--- config.mk ---
export PLATFORM = sky130hd
export DESIGN_NAME = rgv_peak_div
export DESIGN_NICKNAME = d
export VERILOG_FILES = /design/src/rtl/core/rgv_pkg.sv /design/src/rtl/core/rgv_peak_div.sv
export SDC_FILE = /design/constraint.sdc
export NUM_CORES = 2
export LEC_CHECK = 0
export BUFFER_PORTS_ARGS = -buffer_cell sky130_fd_sc_hd__buf_2
export CORE_AREA = 2 2 476 478
export CTS_CLUSTER_DIAMETER = 120
export DETAILED_ROUTE_END_ITERATION = 10
export DIE_AREA = 0 0 478 480
export GPL_ROUTABILITY_DRIVEN = 0
export SLEW_MARGIN = 20
export SYNTH_ARGS = -nofsm -noshare
export SYNTH_HDL_FRONTEND = slang
export SYNTH_SLANG_ARGS = --single-unit
--- constraint.sdc ---
create_clock -name clk -period 5.93 [get_ports clk]
set_input_delay 0.2965 -clock clk [delete_from_list [all_inputs] [get_ports clk]]
set_output_delay 0.2965 -clock clk [all_outputs]
set_load 0.03 [all_outputs]
--- src/rtl/core/rgv_pkg.sv ---
// Shared types and constants for the ReplayGain volume calculator.
// No dependencies; used by rgv_peak_div and replay_gain_volume_calc.
package rgv_pkg;

  // Default number of fraction bits in the volume result
  localparam int VOLUME_FRAC_BITS_DEF = 16;

  // Configuration port
  localparam int CFG_INDEX_W = 4;
  localparam int CFG_DATA_W  = 10;
  localparam logic [CFG_INDEX_W-1:0] CFG_GAIN_MODE = 4'd0;
  localparam logic [CFG_INDEX_W-1:0] CFG_PREAMP    = 4'd1;

  // Volume limits: VOL_OVER marks any value above the 24-bit maximum
  localparam logic [24:0] VOL_MAX  = 25'h0FF_FFFF;
  localparam logic [24:0] VOL_OVER = 25'h100_0000;

  // log2(10)/20 in Q24, ln2 in Q32, one in Q32
  localparam logic [21:0] LOG2_10_OVER_20_Q24 = 22'd2786635;
  localparam logic [31:0] LN2_Q32             = 32'hB172_17F8;
  localparam logic [32:0] ONE_Q32             = 33'h1_0000_0000;

  // floor(2^38 / 100) for the final divide by one hundred
  localparam logic [31:0] RECIP_100_Q38 = 32'd2748779069;
  localparam int          RECIP_TERM_SH = 35;

  localparam int          TAYLOR_TERMS = 12;
  localparam logic [15:0] PEAK_ONE     = 16'd4096;
  localparam logic [9:0]  PREAMP_UNITY = 10'd100;

  typedef enum logic [2:0] {
    MODE_UNITY      = 3'd0,
    MODE_ALBUM_GAIN = 3'd1,
    MODE_ALBUM_PEAK = 3'd2,
    MODE_TRACK_GAIN = 3'd3,
    MODE_TRACK_PEAK = 3'd4,
    MODE_ALBUM_CLIP = 3'd5,
    MODE_TRACK_CLIP = 3'd6
  } mode_t;

  // What the final stage picks
  typedef enum logic [1:0] {
    KIND_UNITY,
    KIND_GAIN,
    KIND_PEAK,
    KIND_MIN
  } kind_t;

  // Sideband that travels with each item down the pipeline
  typedef struct packed {
    logic               found;
    kind_t              kind;
    logic [9:0]         pre;
    logic signed [5:0]  ip;
    logic [24:0]        peak_v;
  } side_t;

endpackage

--- src/rtl/core/rgv_peak_div.sv ---
// Pipelined restoring divider: 2^(FRAC_BITS+12) / peak, rounded, one bit per stage.
// Depends on rgv_pkg; instantiated by replay_gain_volume_calc.
module rgv_peak_div #(
  parameter int FRAC_BITS = rgv_pkg::VOLUME_FRAC_BITS_DEF
) (
  input  logic        clk,
  input  logic        en,
  input  logic [15:0] peak,
  output logic [24:0] vol
);
  import rgv_pkg::*;

  localparam int NW = FRAC_BITS + 13;

  logic [NW-1:0] num [0:NW-1];
  logic [NW-1:0] quo [0:NW-1];
  logic [15:0]   rem [0:NW-1];
  logic [15:0]   dvs [0:NW-1];
  logic [NW-1:0] num_in;

  // Dividend with the rounding half added in
  assign num_in = (NW'(1) << (FRAC_BITS + 12)) + NW'(peak >> 1);

  for (genvar k = 0; k < NW; k++) begin : g_bit
    logic [NW-1:0] num_i;
    logic [NW-1:0] quo_i;
    logic [15:0]   rem_i;
    logic [15:0]   dvs_i;
    logic [16:0]   rs;
    logic          ge;

    if (k == 0) begin : g_first
      assign num_i = num_in;
      assign quo_i = '0;
      assign rem_i = '0;
      assign dvs_i = peak;
    end else begin : g_next
      assign num_i = num[k-1];
      assign quo_i = quo[k-1];
      assign rem_i = rem[k-1];
      assign dvs_i = dvs[k-1];
    end

    // Shift in the next dividend bit, subtract when it fits
    assign rs = {rem_i, num_i[NW-1-k]};
    assign ge = rs >= {1'b0, dvs_i};

    always_ff @(posedge clk) begin
      if (en) begin
        num[k] <= num_i;
        dvs[k] <= dvs_i;
        rem[k] <= ge ? 16'(rs - {1'b0, dvs_i}) : rs[15:0];
        quo[k] <= {quo_i[NW-2:0], ge};
      end
    end
  end

  // Zero peak or a quotient past the maximum both saturate
  assign vol = (dvs[NW-1] == 16'd0 || 64'(quo[NW-1]) > 64'(VOL_MAX)) ?
               VOL_OVER : 25'(quo[NW-1]);

endmodule
; ---- Word level (Yosys, flattened, before mapping)
; Memory sizes are Yosys's and may differ from the RTL's.
; Cells that the tools add are included.
[word_totals]
regBits = 0
output_inout_bits = 25
ram_bits = 2610
mem_count = 4
[classes]
mux = 32
addsub = 30
n_reduce_logical = 2
magnitude_cmp = 30
[memory_table]
columns = name, words, word_bits, read_ports, rd_clocked_by_memory_dff, wr, line
row1 = num, 29, 29, 28, 0, 29, rgv_peak_div.sv:15  ; logic [NW-1:0] num [0:NW-1];
row2 = quo, 29, 29, 29, 0, 29, rgv_peak_div.sv:16  ; logic [NW-1:0] quo [0:NW-1];
row3 = dvs, 29, 16, 29, 0, 29, rgv_peak_div.sv:18  ; logic [15:0] dvs [0:NW-1];
row4 = rem, 29, 16, 28, 0, 29, rgv_peak_div.sv:17  ; logic [15:0] rem [0:NW-1];
[op_table]
columns = op, n
row1 = 17-bit by 16-bit >= comparator with 1-bit output, 28
row2 = 16-bit 2-to-1 mux, 29
row3 = 16-bit subtractor, 28
row4 = 29-bit by 15-bit adder with 29-bit output (first input constant), 1
row5 = 29-bit by 24-bit > comparator with 1-bit output (second input constant), 1
row6 = 25-bit 2-to-1 mux, 1
row7 = 1-bit by 16-bit >= comparator with 1-bit output, 1
row8 = 16-bit logical NOT, 1
row9 = 1-bit by 16-bit subtractor with 16-bit output, 1
row10 = 1-bit 2-to-1 mux, 2
row11 = 1-bit logical OR, 1

; ---- Longest topological paths before layout
; An unclocked memory read counts as a cell.
[logic_depth]
word_depth = 4
ltp_mapped = 12
ltp_nobuf = 11

; ---- Least setup slack after synthesis
; No wires, ideal clock.
[synth_path]
path_kind = flip-flop to flip-flop
start = memory dvs[18][1] (netlist: dvs[4][33])
end = memory rem[19][8] (netlist: rem[1][56]), data pin
arrival_ps = 2785
setup_ps = 260
setup_slack_ps = 2885
stages_incl_launch_ff = 12
n_path_buf = 1
required_time_ps = 5670
path_cell_list = edfxtp_1 inv_1 ha_1 nor2b_4 o31a_1 o31a_1 o41ai_4 a21oi_2 o21a_1 nor3_4 buf_8 mux2_4
[synth_lines]
columns = element, line
row1 = "start, declared", rgv_peak_div.sv:18
row2 = "end, declared", rgv_peak_div.sv:17

==> impl_metrics.env <==
export IMPL_synth_cell_type_count=85
export IMPL_fin_total_pwr_mw=40.1
export IMPL_final_max_slew_violation_count=0
export IMPL_final_nets=5842
export IMPL_grt_pass1_wl_um=205000
export IMPL_cts_tree="built"
export IMPL_detailedRoute_firstPassIterationCount=5
export IMPL_end_kind="flip-flop"
export IMPL_outcome="finished clean"
export IMPL_worst_path_largest_cell_delay_ns=0.83
export IMPL_sequential_share_of_the_synthesized_area=0.604
export IMPL_yosys_register_bits=1347
export IMPL_buffer_ports_inserted=42
export IMPL_n_fill_cell=21700
export IMPL_setup_viol=0
export IMPL_cpMostUsedCell="sky130_fd_sc_hd__o31ai_1"
export IMPL_chipWidth_um=478
export IMPL_worst_path_max_fanout=26
export IMPL_vias_in_the_first_global_route=39300
export IMPL_finalCoreUtilization=0.342
export IMPL_synth_net_count=5657
export IMPL_finalWorstPathRequiredPeriod_ns=3.79
export IMPL_starting_utilization_of_the_core_area=0.299
export IMPL_mappedNetlistArea_um2=67000
export IMPL_final_hold_slack_ns=0.237
export IMPL_drive_above_1_share=0.111
export IMPL_max_clock_path_buffers=3
export IMPL_count_of_warnings_emitted_by_yosys=0
export IMPL_grt_ovfl_total=0
export IMPL_chipHeight_um=480
export IMPL_post_route_drc_count=0
export IMPL_post_cts_resized_instances=0
export IMPL_tightest_slew_ns=1.07
export IMPL_rows=174
export IMPL_syn_to_final_growth_pct=14.2
export IMPL_max_vdd_ir_drop_mv=0.338
export IMPL_worst_skew_pair_latency_ns=0.80
export IMPL_synth_area_per_cell_um2=13.0
export IMPL_cpLargestDelayFamily="compound AO/OA/AOI/OAI gates"
export IMPL_layout_setup_ws_ns=2.14
export IMPL_number_of_antenna_violating_nets_in_the_routed_design=0
export IMPL_setup_total_negative_slack_ns=0
export IMPL_fp_dieArea_um2=229000
export IMPL_avgViaCountPerCell=4.69
export IMPL_postSynth_topFlopCell="sky130_fd_sc_hd__edfxtp_1"
export IMPL_timing_fmax_mhz=264
export IMPL_detailed_place_hpwl_um=90800
export IMPL_worstPathArrival_ns=4.33
export IMPL_grt_setup_unrepaired="false"
export IMPL_synth_enable_flop_cells=1347
export IMPL_hold_violations=0
export IMPL_grt_max_degree=180
export IMPL_clock_sinks=1347
export IMPL_power_per_cell_area_nw_per_um2=524
export IMPL_clock_slew_at_reported_path_ffs_ns=0.06
export IMPL_route_final_wire_length_um=127000
export IMPL_detail_route_wl_per_cell_um=15.0
export IMPL_hold_class="in -> reg"
export IMPL_timing_critical_path_from_type="flip-flop"
export IMPL_crit_path_cell_trace="ha_1 > nor2b_1 > o31ai_1 > a21oi_1 > o22ai_1 > o31ai_1 > o31ai_4 > inv_1 > mux2_2"
export IMPL_drt_iter0_markers=2653
export IMPL_critical_path_slowest_cell="sky130_fd_sc_hd__o31ai_4"
export IMPL_timing_max_cap_violations=0
export IMPL_leakagePower_nw=29.5
export IMPL_skew_ns=0.0630
export IMPL_critPathBufInv=1
export IMPL_clk_root_buffer_cell="sky130_fd_sc_hd__clkbuf_16"
export IMPL_asr_flop_ratio_synth=0
export IMPL_cp_required_ns=6.47
export IMPL_global_route_usage_total=0.109
export IMPL_antenna_violations_before_repair=4
export IMPL_via_count=39700
export IMPL_relSlewSlack=0.284
export IMPL_floorplan_io_pins=43
export IMPL_post_synthesis_cells=5163
export IMPL_design_core_area_um2=224000
export IMPL_crit_type="reg -> reg"
export IMPL_cts_made_buffers=153
export IMPL_placement_setup_worst_slack_ns=2.21
export IMPL_htree_num_levels=4
export IMPL_min_period_over_period=0.639
-- Yosys cell counts, drive strengths merged (39+ instances only) --
cell type  count  area (um2)
and2          41         257
edfxtp      1347       40400
xor2          96         841
xnor2        186        1630
a21o         112         841
nand4         55         344
o21a          77         578
mux2         252        2890
a21oi        250        1250
nand2        248         933
inv          533        2000
ha           449        5620
o21ai        256        1280
o31ai         44         344
nand3         73         365
nor2         306        1150
a211oi        39         293
nor3         123         627
nor2b         83         527
nand2b        61         382
-- sequential cells by signal, summed over array words and instances, names as in the netlist --
signal	cells
quo	435
rem	448
num	7
dvs	457
-- logic make-up (layout without fill, tap and decap cells) --
| kind of cell | count (synthesis) | in the layout | share of synthesized area |
|---|---|---|---|
| AND/OR/NAND/NOR | 1145 | 1145 | 0.0840 |
| multiplexers | 283 | 283 | 0.0478 |
| XOR/XNOR | 282 | 282 | 0.0369 |
| buffers and inverters | 591 | 902 | 0.0340 |
| other | 0 | 1 | 0 |
| adder cells (fa/ha/maj) | 476 | 476 | 0.0919 |
| AO/OA/AOI/OAI | 1039 | 1039 | 0.102 |
| flip-flops | 1347 | 1347 | 0.604 |
-- layout make-up --
class / count / area (um2) / share of cell area
well taps: 2992 / 3740 / 0.0489
clock inverters: 93 / 1280 / 0.0167
multi-input cells: 3225 / 24400 / 0.318
repair buffers: 88 / 728 / 0.00952
inverters: 533 / 2000 / 0.0261
diodes: 1 / 2.50 / 0.0000327
flip-flops and latches: 1347 / 40400 / 0.529
clock buffers: 188 / 3960 / 0.0517
-- cell usage in the layout (no fill, tap or decap), types with 31 or more instances in the layout --
cell type,netlist,routed
sky130_fd_sc_hd__edfxtp_1,1347,1347
sky130_fd_sc_hd__inv_1,533,533
sky130_fd_sc_hd__ha_1,449,449
sky130_fd_sc_hd__nor2_1,306,306
sky130_fd_sc_hd__o21ai_0,251,251
sky130_fd_sc_hd__a21oi_1,249,249
sky130_fd_sc_hd__nand2_1,247,247
sky130_fd_sc_hd__mux2_2,227,227
sky130_fd_sc_hd__xnor2_1,186,186
sky130_fd_sc_hd__clkbuf_16,0,153
sky130_fd_sc_hd__nor3_1,122,122
sky130_fd_sc_hd__a21o_1,112,112
sky130_fd_sc_hd__xor2_1,96,96
sky130_fd_sc_hd__nor2b_1,82,82
sky130_fd_sc_hd__o21a_1,77,77
sky130_fd_sc_hd__nand3_1,73,73
sky130_fd_sc_hd__nand2b_1,61,61
sky130_fd_sc_hd__nand4_1,55,55
sky130_fd_sc_hd__and2_1,41,41
sky130_fd_sc_hd__buf_2,22,41
sky130_fd_sc_hd__a211oi_1,39,39
sky130_fd_sc_hd__o31ai_1,43,39
sky130_fd_sc_hd__or2_2,35,35
sky130_fd_sc_hd__clkbuf_1,31,35
sky130_fd_sc_hd__o31a_1,34,34
sky130_fd_sc_hd__or3_1,31,31
sky130_fd_sc_hd__a31oi_1,32,31
sky130_fd_sc_hd__mux2i_1,31,31
-- path summary, 6_finish.rpt --
kind | from | to | slack (ns) | cells past startpoint
min | peak[14] | dvs[0][14]$_DFFE_PP_ | 0.24 | 2
max reg2reg | rem[1][80]$_DFFE_PP_ | rem[1][106]$_DFFE_PP_ | 2.14 | 9
min reg2reg | quo[1][307]$_DFFE_PP_ | quo[1][337]$_DFFE_PP_ | 0.37 | 0
max | rem[1][80]$_DFFE_PP_ | rem[1][106]$_DFFE_PP_ | 2.14 | 9
-- metal layers --
metal,global-route usage,vias to the layer above,wire length (um)
li1,-,19600,-
met5,0,-,0
met4,0.0394,0,3670
met3,0.0182,253,4920
met1,0.138,19200,57000
met2,0.185,736,61700
-- through the flow --
step / area (um2) / std cells
6_report: 76500 / 8467
5_1_grt: 76500 / 8467
4_1_cts: 76500 / 8464
3_5_place_dp: 71100 / 8166
3_3_place_gp: 71100 / 8165
2_1_floorplan: 67000 / 5163
-- repair_timing --
action | in CTS | in global routing
setup endpoints to repair | 0 | 0
buffers inserted | 0 | 0
endpoints found under the hold margin | 89 | 0
hold buffers | 17 | 0
-- report_power, final --
part           total (mW)  switching [mW]  internal [mW]
clock network        9.69            3.95           5.74
logic                15.5            8.14           7.35
registers            14.9            1.23           13.7
total                40.1            13.3           26.8
-- worst register-to-register path: stages (launching register included) --
cell                       delay, ns
sky130_fd_sc_hd__edfxtp_1       0.42
sky130_fd_sc_hd__ha_1           0.35
sky130_fd_sc_hd__nor2b_1        0.16
sky130_fd_sc_hd__o31ai_1        0.41
sky130_fd_sc_hd__a21oi_1        0.17
sky130_fd_sc_hd__o22ai_1        0.35
sky130_fd_sc_hd__o31ai_1        0.27
sky130_fd_sc_hd__o31ai_4        0.83
sky130_fd_sc_hd__inv_1          0.26
sky130_fd_sc_hd__mux2_2         0.33
Power figures use the tool's default switching activity.
